### config.mk
export PLATFORM = sky130hd
export DESIGN_NAME = vid_ram
export DESIGN_NICKNAME = d
export VERILOG_FILES = /design/src/hdl/vid_ram.sv
export SDC_FILE = /design/constraint.sdc
export NUM_CORES = 2
export LEC_CHECK = 0
export BUFFER_PORTS_ARGS = -buffer_cell sky130_fd_sc_hd__buf_2
export CELL_PAD_IN_SITES_DETAIL_PLACEMENT = 0
export CELL_PAD_IN_SITES_GLOBAL_PLACEMENT = 1
export CORE_UTILIZATION = 61
export CTS_CLUSTER_SIZE = 40
export DETAILED_ROUTE_END_ITERATION = 7
export PLACE_DENSITY_LB_ADDON = 0.1
export SYNTH_ARGS = -nofsm -noshare
export SYNTH_HDL_FRONTEND = slang
export SYNTH_SLANG_ARGS = --single-unit
export TNS_END_PERCENT = 30
### constraint.sdc
create_clock -name i_clk -period 7.6 [get_ports i_clk]
set_input_delay 0.76 -clock i_clk [delete_from_list [all_inputs] [get_ports i_clk]]
set_output_delay 0.76 -clock i_clk [all_outputs]
set_load 0.1 [all_outputs]
### src/hdl/vid_ram.sv
// ----------------------------------------------------------------------------
// vid_ram
// generic single write, single read RAM with registered read data
// ----------------------------------------------------------------------------
`default_nettype none

module vid_ram #(
    parameter int WIDTH = 16,
    parameter int DEPTH = 256,
    localparam int AW   = $clog2(DEPTH)
) (
    input  wire logic             i_clk,
    input  wire logic             i_we,
    input  wire logic [AW-1:0]    i_waddr,
    input  wire logic [WIDTH-1:0] i_wdata,
    input  wire logic [AW-1:0]    i_raddr,
    output logic      [WIDTH-1:0] o_rdata
);

    logic [WIDTH-1:0] r_mem [DEPTH];
    logic [WIDTH-1:0] r_rdata;

    always_ff @(posedge i_clk) begin
        if (i_we) begin
            r_mem[i_waddr] <= i_wdata;
        end
        r_rdata <= r_mem[i_raddr];
    end

    assign o_rdata = r_rdata;

endmodule

`default_nettype wire

Word-level counts from Yosys, hierarchy flattened

Memories as Yosys holds them, arrays and structs flattened. A register that Yosys moved wholly into a read port is not among the register bits.
Cells that the tools add are included.

Muxes and demuxes: 2

Operators with widths:

| cell              | number |
|---|---|
| two-way mux 1 bit | 2 |

Register bits: 0
Bits in writable memories: 4,096
Input bits: 34
Output and inout port bits: 16
Logic and storage cells: 3
Memories kept: 1

Memory list:

| memory | depth | width | read ports | clocked after memory_dff | wr ports | RTL line | source |
|---|---|---|---|---|---|---|---|
| r_mem  | 256   | 16    | 1          | 1                        | 1        | 20       | `logic [WIDTH-1:0] r_mem [DEPTH];` |

Longest topological paths before layout

Depth after elaboration: 2
Mapped depth: 12
Mapped depth without buffers: 6

Worst setup path before layout

No wires, ideal clock.

Kind: input port to flip-flop
From: input port i_waddr[3]
To: memory r_mem[235][0] (enable)
Library setup time: 0.388 ns
Arrival: 2.537 ns
Required time: 7.212 ns
Slack: 4.675 ns
Cell stages on the path: 6
Buffers on the path: 3
Cells stage by stage: clkbuf_1 -> nor2b_1 -> clkbuf_1 -> nand4_1 -> clkbuf_1 -> nor2_1

RTL lines:

| what        | RTL line | source |
|---|---|---|
| from (decl) | 14       | `input wire logic [AW-1:0] i_waddr,` |
| to (decl)   | 20       |  |

No word-level cell before the write port.

==> key figures <==
Clocking
  – Clock sinks: 4,112
  – Total CTS buffers: 408
  – PostCTS Resize Cnt: 0
  – Clk root buf: clkbuf_16
  – CTS tree: built
  – Maximum clock insertion buffer count: 4
  – Worst-path clk slew: 0.06 ns
  – Worst-Skew Late Latency: 0.93 ns
  – # Post-CTS Setup Buffers: 0
  – # hold bufs at CTS: 0
  – CTS H-tree lvls: 5

Die
  – Core Box Area: 258,000 sq um
  – I/O pins: 50
  – Site Rows: 186
  – Die Wd: 512 um
  – Die Area: 262,000 sq um
  – Die Ht: 512 um
  – Initial Utilization: 0.616

Setup path
  – CP delay by family, top: buffers and inverters
  – CP Launch Type: primary input
  – Critical Path AT: 5.16 ns
  – Crit path from: i_raddr[0]
  – WS Path Type: in2reg
  – Critical Path Sink Type: flop
  – CP bufs+invs: 4
  – Slowest CP cell: nor4_1
  – Crit path top cell by count: buf_4
  – R2R Path Start: r_mem[3][12]$_DFFE_PP_
  – Required @ worst endpoint: 8.29 ns
  – Cell Chain, Critical Path: buf_12, buf_4, buf_4, mux2i_1, o221ai_1, a21oi_1, o31ai_1, o32ai_1, buf_4, nor4_1
  – Critical path's largest stage delay: 0.89 ns
  – Crit Path Max Fanout: 77

Global routing
  – Tot GR Track Use: 0.318
  – Initial antenna violation count: 26
  – Vias in the first global route: 77,800
  – First-pass GRT wire length: 585 mm
  – Congestion Overflow GR: 0
  – Pin count of the biggest net entering global routing: 158

Detailed routing
  – DRT iter0 DRCs: 11,300
  – Vias: 79,900
  – First-pass DRT Iterations: 8
  – Wire per inst: 36.3 um
  – Drc violations: 0
  – Routed vias/inst: 6.97
  – Final wirelength: 416 mm
  – Routed Antenna Nets: 0

Finish
  – Fraction of layout cells with a size suffix above 1: 0.247
  – Core Util, Final: 0.688
  – Area occupied by multi-input gates: 33,000 sq um
  – Fin nets: 7,780
  – Fill cells: 16,000
  – Layout area overhead: 11.8%
  – FF/Latch Area: 123,000 sq um

Place
  – Dpl ws: 2.39 ns
  – Routability-driven placement congestion ratio: 0.896
  – Hpwl dp: 239 mm
  – IO Port Bufs: 49

Yosys
  – Async SR Flop Fraction: 0
  – Synthesized Nets: 7,394
  – Flop and latch count out of synthesis: 4,112
  – Yosys top cell area share: 0.775
  – YS warnings: 0
  – Synth cell types: 52
  – Mapped Cells: 7,360
  – Top cells by area, synth: edfxtp_1, mux4_2, mux2i_1
  – Sequential area share after synthesis: 0.777
  – Cell taking the most area after synthesis: edfxtp_1
  – Syn_area_per_cell: 21.6 sq um
  – Mapped Area: 159,000 sq um
  – Synth cell count leaders: edfxtp_1, mux4_2, mux2i_1, nor2_1, o221ai_1
  – Cell with the most instances after synthesis: edfxtp_1
  – Commonest register cell after synthesis: edfxtp_1
  – Post-synth EDFFs: 4,096

STA
  – Max-slew headroom: 0.0921
  – Setup ws final: 3.13 ns
  – Final Slew Violations: 0
  – RSZ-0062 raised after global routing: false
  – Slew @ Worst Pin: 1.36 ns
  – Fin crit period: 4.47 ns
  – Layout Skew: 0.0495 ns
  – Period utilization: 0.589
  – Achievable Freq: 224 MHz
  – Setup tns final: 0 ns
  – Hold Violations, Final: 0
  – Setup violators final: 0

Pwr
  – Worst VDD drop: 309 uV
  – P per Cell Area: 267 nW/um^2
  – Leakage: 56.3 nW
  – Final Power: 47.3 mW

Hold path
  – Hold Startpoint: i_wdata[10]
  – Hold Crit Class: in2reg

Outcome
  – Status: completed

Run
  – Maxcap violations: 0
layer usage:
layer / GRT usage / wire, um
met2: 0.483 / 195000
met1: 0.468 / 163000
met4: 0.102 / 14300
met5: 0 / 182
met3: 0.0682 / 43500
state kept, by name (all words and copies together) (netlist names):
register  cells
r_mem      4096
o_rdata      16
power breakdown:
| group | switching [mW] | total (mW) | internal [mW] |
|---|---|---|---|
| logic | 1.63 | 2.38 | 0.752 |
| clock network | 8.41 | 19.9 | 11.5 |
| registers | 0.0416 | 25.0 | 25.0 |
| total | 10.1 | 47.3 | 37.2 |
layout by cell type, fill, tap and decap left out, drive strengths merged, types with 38 or more instances in the layout:
cell type	count
edfxtp	4096
bufinv	42
o221ai	253
mux2	88
clkbuf	515
a21oi	175
o22ai	148
nor3	92
a22oi	43
nand2	38
mux4	797
clkinv	172
o21ai	38
buf	427
mux2i	565
nor2	304
layout make-up:
cell class / instances / share of cell area
flip-flops and latches: 4112 / 0.695
diodes: 7 / 0.0000988
well taps: 3384 / 0.0239
clock buffers: 514 / 0.0606
clock inverters: 231 / 0.0133
multi-input cells: 2792 / 0.186
inverters: 4 / 0.000155
repair buffers: 428 / 0.0203
path summary, 6_finish.rpt:
kind                                  end  cells after the start  slack (ns)
setup / recovery       o_rdata[1]$_DFF_P_                     10        3.13
hold / removal    r_mem[66][10]$_DFFE_PP_                      1        0.31
setup reg to reg      o_rdata[12]$_DFF_P_                      6        4.44
hold reg to reg        o_rdata[0]$_DFF_P_                      5        1.12
stage by stage:
stage	hold slack, ns	instances	area, sq um
after floorplan	0.854	7360	159000
after global placement	1.04	10700	164000
after detailed placement	1.11	10700	164000
after CTS	0.297	11500	177000
after global routing	0.322	11500	177000
final	0.308	11500	177000
cells by family (layout without fill, tap and decap cells):
| kind of cell | after synthesis | count (layout) | share of synthesized area |
|---|---|---|---|
| buffers and inverters | 456 | 1177 | 0.0169 |
| other | 0 | 7 | 0 |
| flip-flops | 4112 | 4112 | 0.777 |
| multiplexers | 1450 | 1450 | 0.155 |
| AND/OR/NAND/NOR | 556 | 556 | 0.0157 |
| AO/OA/AOI/OAI | 786 | 786 | 0.0354 |
Note: power is estimated with default switching activity, not from simulation.
