$ cat src/hdl/vid_pkg.sv
// ----------------------------------------------------------------------------
// vid_pkg
// shared types, constants and the sine table generator for the vibrato stage
// ----------------------------------------------------------------------------
`default_nettype none

package vid_pkg;

    localparam int SMP_W   = 16;
    localparam int CFG_W   = 16;
    localparam int BLEND_W = 15;
    localparam int DEN_W   = 16;
    localparam int NUM_W   = 32;
    localparam int DRY_W   = 31;
    localparam int QUO_W   = 17;

    typedef logic [1:0] t_cfg_idx;

    localparam t_cfg_idx CFG_MOD_DEPTH  = 2'd0;
    localparam t_cfg_idx CFG_PHASE_STEP = 2'd1;
    localparam t_cfg_idx CFG_BLEND_GAIN = 2'd2;

    localparam logic [CFG_W-1:0]   RST_MOD_DEPTH  = 16'd256;
    localparam logic [CFG_W-1:0]   RST_PHASE_STEP = 16'd1;
    localparam logic [BLEND_W-1:0] RST_BLEND_GAIN = 15'd16384;

    localparam logic [DEN_W-1:0] DEN_BASE = 16'd16384;

    localparam logic signed [SMP_W-1:0] SMP_MAX = 16'sh7FFF;
    localparam logic signed [SMP_W-1:0] SMP_MIN = 16'sh8000;

    typedef enum logic [2:0] {
        S_IDLE,
        S_SINE,
        S_TAPA,
        S_TAPB,
        S_MIX,
        S_DIVGO,
        S_DIVW
    } t_state;

    // sine of a 16 bit angle, Q1.15, polynomial per quadrant
    function automatic logic signed [SMP_W-1:0] vid_sine_of_angle(input logic [15:0] ang);
        logic [1:0]  q;
        logic [13:0] r;
        longint      z;
        longint      z2;
        longint      poly;
        longint      t;
        longint      s;
        q    = ang[15:14];
        r    = ang[13:0];
        z    = (q == 2'd0 || q == 2'd2) ? longint'(r) : 64'sd16384 - longint'(r);
        z2   = (z * z) >>> 14;
        poly = 64'sd10512 - ((64'sd1160 * z2) >>> 14);
        t    = 64'sd25736 - ((z2 * poly) >>> 14);
        s    = ((z * t) >>> 14) * 2;
        if (s > 64'sd32767) begin
            s = 64'sd32767;
        end
        if (q >= 2'd2) begin
            s = -s;
        end
        return SMP_W'(s);
    endfunction

endpackage

`default_nettype wire

$ cat src/hdl/vid_div.sv
// ----------------------------------------------------------------------------
// vid_div
// serial signed divider, one quotient bit per cycle, saturating to 16 bits
// ----------------------------------------------------------------------------
`default_nettype none

module vid_div
    import vid_pkg::*;
(
    input  wire logic                    i_clk,
    input  wire logic                    i_rst_n,
    input  wire logic                    i_start,
    input  wire logic signed [NUM_W-1:0] i_num,
    input  wire logic        [DEN_W-1:0] i_den,
    output logic                         o_busy,
    output logic signed      [SMP_W-1:0] o_quot
);

    localparam int CNT_W = $clog2(QUO_W + 1);

    logic                 r_busy;
    logic [CNT_W-1:0]     r_cnt;
    logic [DEN_W-1:0]     r_rem;
    logic [QUO_W-1:0]     r_n;
    logic [DEN_W-1:0]     r_den;
    logic                 r_neg;

    logic [NUM_W-2:0]     w_mag;
    logic [DEN_W:0]       w_trial;
    logic                 w_ge;
    logic [DEN_W:0]       w_diff;
    logic [QUO_W-1:0]     w_neg_q;

    // magnitude below 2^31, so the top bits start below the divisor
    assign w_mag   = i_num[NUM_W-1] ? (NUM_W-1)'(-i_num) : i_num[NUM_W-2:0];
    assign w_trial = {r_rem, r_n[QUO_W-1]};
    assign w_ge    = w_trial >= {1'b0, r_den};
    assign w_diff  = w_trial - {1'b0, r_den};
    assign w_neg_q = ~r_n + QUO_W'(1);

    always_ff @(posedge i_clk) begin
        if (!i_rst_n) begin
            r_busy <= 1'b0;
            r_cnt  <= '0;
        end else if (i_start) begin
            r_busy <= 1'b1;
            r_cnt  <= CNT_W'(QUO_W);
        end else if (r_busy) begin
            r_cnt <= r_cnt - CNT_W'(1);
            if (r_cnt == CNT_W'(1)) begin
                r_busy <= 1'b0;
            end
        end
    end

    always_ff @(posedge i_clk) begin
        if (i_start) begin
            r_rem <= DEN_W'(w_mag[NUM_W-2:QUO_W]);
            r_n   <= w_mag[QUO_W-1:0];
            r_den <= i_den;
            r_neg <= i_num[NUM_W-1];
        end else if (r_busy) begin
            r_rem <= w_ge ? w_diff[DEN_W-1:0] : w_trial[DEN_W-1:0];
            r_n   <= {r_n[QUO_W-2:0], w_ge};
        end
    end

    always_comb begin
        if (!r_neg) begin
            o_quot = (r_n > QUO_W'(32767)) ? SMP_MAX : signed'(r_n[SMP_W-1:0]);
        end else begin
            o_quot = (r_n > QUO_W'(32768)) ? SMP_MIN : signed'(w_neg_q[SMP_W-1:0]);
        end
    end

    assign o_busy = r_busy;

endmodule

`default_nettype wire

$ cat config.mk
export PLATFORM = sky130hd
export DESIGN_NAME = vid_div
export DESIGN_NICKNAME = d
export VERILOG_FILES = /design/src/hdl/vid_pkg.sv /design/src/hdl/vid_div.sv
export SDC_FILE = /design/constraint.sdc
export NUM_CORES = 1
export LEC_CHECK = 0
export BUFFER_PORTS_ARGS = -buffer_cell sky130_fd_sc_hd__buf_4
export CORE_MARGIN = 2
export CORE_UTILIZATION = 62
export CTS_CLUSTER_DIAMETER = 200
export DETAILED_ROUTE_END_ITERATION = 6
export GPL_TIMING_DRIVEN = 0
export PLACE_DENSITY = 0.84
export SYNTH_ARGS = -nofsm -noshare
export SYNTH_HDL_FRONTEND = slang
export SYNTH_SLANG_ARGS = --single-unit
$ cat constraint.sdc
create_clock -name i_clk -period 5.95 [get_ports i_clk]
set_input_delay 0.8925 -clock i_clk [delete_from_list [all_inputs] [get_ports i_clk]]
set_output_delay 0.8925 -clock i_clk [all_outputs]
set_load 0.03 [all_outputs]
---- After elaboration in Yosys (flattened, before gate mapping) ----
Index checks and enable logic that the tools add are counted.
W data, S select, Z words.
word-level totals
  bits in registers ....................... 56
  input bits .............................. 51
  output and inout bits ................... 17
  word-level logic and storage cells ...... 34
cells by class
  add/sub/neg operators ................... 4
  $lt $le $gt $ge ......................... 3
  equal/unequal tests ..................... 1
  multiplexer cells ....................... 14
  bitwise gates (word level) .............. 2
  reductions and logical operators ........ 2
operators by type and width
  kind                     count
  $mux W16                 4
  $mux W17                 2
  $mux W31                 1
  $neg A31 Y31             1
  $mux W14                 2
  $ge A17 B16 Y1           1
  $gt A17 B15 Y1 const B   1
  $gt A17 B16 Y1 const B   1
  $add A16 B1 Y16 const B  1
  $not A16 Y16             1
  $sub A16 B16 Y16         1
  $mux W5                  2
  $eq A5 B1 Y1 const B     1
  $sub A5 B1 Y5 const B    1
  $mux W1                  3
  $reduce_bool A2 Y1       1
  $reduce_or A2 Y1         1
  $not A1 Y1               1

---- Depth between registers and ports, before layout ----
  word-level depth ........................ 4
  mapped depth ............................ 11
  gate-level depth less buffers ........... 11

---- Least setup slack after synthesis ----
OpenSTA, ideal clock, no wires.
  path kind ............................... reg-to-output
  start ................................... reg r_n[0]
  end ..................................... out o_quot[5]
  arrival ................................. 3.424 ns
  data required time ...................... 5.058 ns
  slack ................................... 1.634 ns
  stages on the path, launching flop included .. 10
  buffers on the path ..................... 0
  cells stage by stage .................... edfxtp_1 -> inv_1 -> ha_1 -> or3b_4 -> or3_4 -> o41a_1 -> or2_4 -> inv_2 -> nand2_2 -> o311ai_0
between the ends
  longest elaborated chain between the ends .. 4
  elaborated cells on any way between the ends .. 7
  those cells by class .................... add/sub: 1; order compare: 2; mux: 3; bitwise: 1
ends and longest elaborated chain
  item                    RTL line       RTL
  from (decl)             vid_div.sv:24  logic [QUO_W-1:0] r_n;
  from (signal assigned)  vid_div.sv:59  r_n <= w_mag[QUO_W-1:0];
  from (signal assigned)  vid_div.sv:64  r_n <= {r_n[QUO_W-2:0], w_ge};
  $not A16 Y16            vid_div.sv:39  assign w_neg_q = ~r_n + QUO_W'(1);
  $add A16 B1 Y16         vid_div.sv:39
  $mux W16                vid_div.sv:72  o_quot = (r_n > QUO_W'(32768)) ? SMP_MIN : signed'(w_neg_q[SMP_W-1:0]);
  $mux W16 *              vid_div.sv:69  if (!r_neg) begin
  to (decl)               vid_div.sv:16  output logic signed [SMP_W-1:0] o_quot
Mark *: on every way between the ends. The rest lies on a longest branch, timed or not.

---- Final worst setup path ----
  start ................................... reg r_n[1]
  end ..................................... out o_quot[13]
The elaborated chain is that of the path after synthesis.

==> results_dict.tcl <==
set metrics [dict create \
    power.switching_mw 0.502 \
    yosysWarnings 0 \
    hold_slack_ns 0.532 \
    critical_path.top_delay_family "simple AND/OR/NAND/NOR gates" \
    ys_types 60 \
    post_cts_buffers 0 \
    syn_area_um2 4270 \
    setup_tns_ns 0 \
    ctsHoldBuffers 0 \
    report.power.total_mw 1.30 \
    critPathBufInv 3 \
    async_flop_share 0 \
    drive_gt1_frac 0.168 \
    drt_first_pass_iters 7 \
    grt_max_degree 32 \
    power_frac_clock 0.167 \
    rsz0062_at_grt "no" \
    htree_levels 2 \
    p_leak_nw 2.02 \
    fin_worst_skew_ns 0.00671 \
    num_vias 4041 \
    port-buffer-count 67 \
    tritoncts "yes" \
    synthFlopType "edfxtp_1" \
    max_freq_mhz 232 \
    status "finished clean" \
    worst_slew_pin_slew_ns 0.802 \
    design_area_um2 4960 \
    hold_class "reg -> reg" \
    setup_viol 0 \
    ant_nets 0 \
    antennaDiodeCount 0 \
    clkTransAtPathRegs_ns 0.11 \
    dp.cells 626 \
    critical_path_class "reg -> out" \
    period_minus_slack_ns 4.31 \
    clock_path_buffers 2 \
    cts_sinks 56 \
    grt_pass1_vias 3752 \
    cts_made_buffers 5 \
    post-dp-hpwl_mm 8.52 \
    seq_power_share 0.411 \
    required_ns 5.06 \
    cts_root_buf "clkbuf_8" \
    post-place-ws_ns 2.01 \
    layout.cells.non_filler 634 \
    power.density_nw_per_um2 263 \
    place_congestion 0.915 \
    initial_utilization 0.636 \
    synth_cells 479 \
    worstPathArrival_ns 3.41 \
    track_usage 0.298 \
    fillerInstances 521 \
    grt_overflow 0 \
    ys_ff_latch 56 \
    swShare 0.386 \
    cp-start-kind "flip-flop" \
    synth.avg_cell_area_um2 8.92 \
    rows 30 \
    ir_drop_mv 0.150 \
    syn_to_final_growth_pct 16.2 \
    die_y_um 87.0 \
    yosysSeqAreaShare 0.375 \
    postLayoutCoreUtil 0.738 \
    maxCapViolCount 0 \
    insertion_delay_ns 0.32 \
    synth_edf_count 48 \
    drtIter0Drc 248 \
    max_stage_delay_ns 0.53 \
    combinationalPowerShare 0.422 \
    hold_viol 0 \
    antenna_found_initial 0 \
    grt_pass1_wl_mm 17.8 \
    critPathMaxFanout 10 \
    cp_slowest_cell "edfxtp_1" \
    ios 68 \
    cellInternalPower_mw 0.800 \
    critPathCaptureType "primary output" \
    maxSlewViolCount 0 \
    setup_ws_ns 1.64 \
    crit_chain "inv_1, ha_1, or3b_4, or3_4, o41a_1, or2_4, buf_6, o41ai_2, nand2_1, o311ai_1, buf_4" \
    fp.dieArea_um2 7570 \
    die_w_um 87.0 \
    cts.repair.resized 0 \
    post_dp_cell_area_um2 4870 \
    fp.coreArea_um2 6720 \
    post-route-period-util 0.724 \
    nets 626 \
    layout_common_cells "buf_4, edfxtp_1, nand2_1" \
    final_common_cell "buf_4" \
    max-slew-margin-rel 0.465 \
    via_per_inst 6.37 \
    routed_wl_mm 11.1 \
    syn_nets 552 \
    drc 0 \
    wl_per_cell_um 17.4 \
]
worst min-delay path: stages, from the launching register on:
cell and delay (ns):
dfxtp_1 0.34, nor2_1 0.10, a211oi_1 0.05
registers in the layout, indices dropped and copies added, names as in the netlist:
name and cells:
r_n 17, o_busy 1, r_cnt 5, r_rem 16, r_den 16, r_neg 1
per-layer routing:
metal / GRT usage / wire length (um)
met1: 0.421 / 4690
met2: 0.477 / 5270
met3: 0.0408 / 917
met4: 0.0938 / 189
met5: 0 / 0
kinds of logic (layout without fill, tap and decap cells):
family,Yosys count,after routing,share of synthesized area
AO/OA/AOI/OAI,152,152,0.243
XOR/XNOR,43,43,0.0882
adder cells (fa/ha/maj),22,22,0.0662
buffers and inverters,57,132,0.0536
flip-flops,56,56,0.375
multiplexers,2,2,0.00498
AND/OR/NAND/NOR,147,147,0.169
power by group through the flow:
stage / sequential (mW) / combinational (mW) / clock [mW]
floorplan: 0.525 / 0.391 / 0
global placement: 0.542 / 0.525 / 0
detailed placement: 0.543 / 0.540 / 0
CTS: 0.534 / 0.542 / 0.218
global route: 0.542 / 0.603 / 0.231
finish: 0.536 / 0.549 / 0.218
layout make-up:
type	instances	area (um2)	area share
well taps	80	100	0.0202
inverters	32	120	0.0242
repair buffers	67	503	0.101
multi-input cells	366	2440	0.492
plain buffers	25	109	0.0219
clock buffers	5	68.8	0.0139
flip-flops and latches	56	1600	0.323
clock inverters	3	18.8	0.00378
synthesized netlist by cell type (all sizes together), types with 8 or more instances:
master | count | area (um2)
o31ai | 12 | 90.1
dfxtp | 8 | 160
inv | 32 | 120
ha | 21 | 263
xnor2 | 9 | 78.8
o311ai | 12 | 120
o21ai | 24 | 120
a21oi | 45 | 225
xor2 | 34 | 298
edfxtp | 48 | 1440
or3 | 20 | 130
nand2 | 47 | 179
clkbuf | 22 | 82.6
a22oi | 13 | 97.6
nor2 | 33 | 124
nor3 | 15 | 75.1
worst paths after layout:
| kind | start | end | slack, ns | depth (start not counted) |
|---|---|---|---|---|
| worst min-delay path | r_cnt[1]$_SDFFE_PP0P_ | r_cnt[1]$_SDFFE_PP0P_ | 0.53 | 2 |
| worst min register to register | r_cnt[1]$_SDFFE_PP0P_ | r_cnt[1]$_SDFFE_PP0P_ | 0.53 | 2 |
| worst max register to register | r_rem[7]$_DFFE_PP_ | r_rem[13]$_DFFE_PP_ | 2.59 | 9 |
| worst max-delay path | r_n[1]$_DFFE_PP_ | o_quot[13] | 1.64 | 11 |
Power figures use the tool's default switching activity.
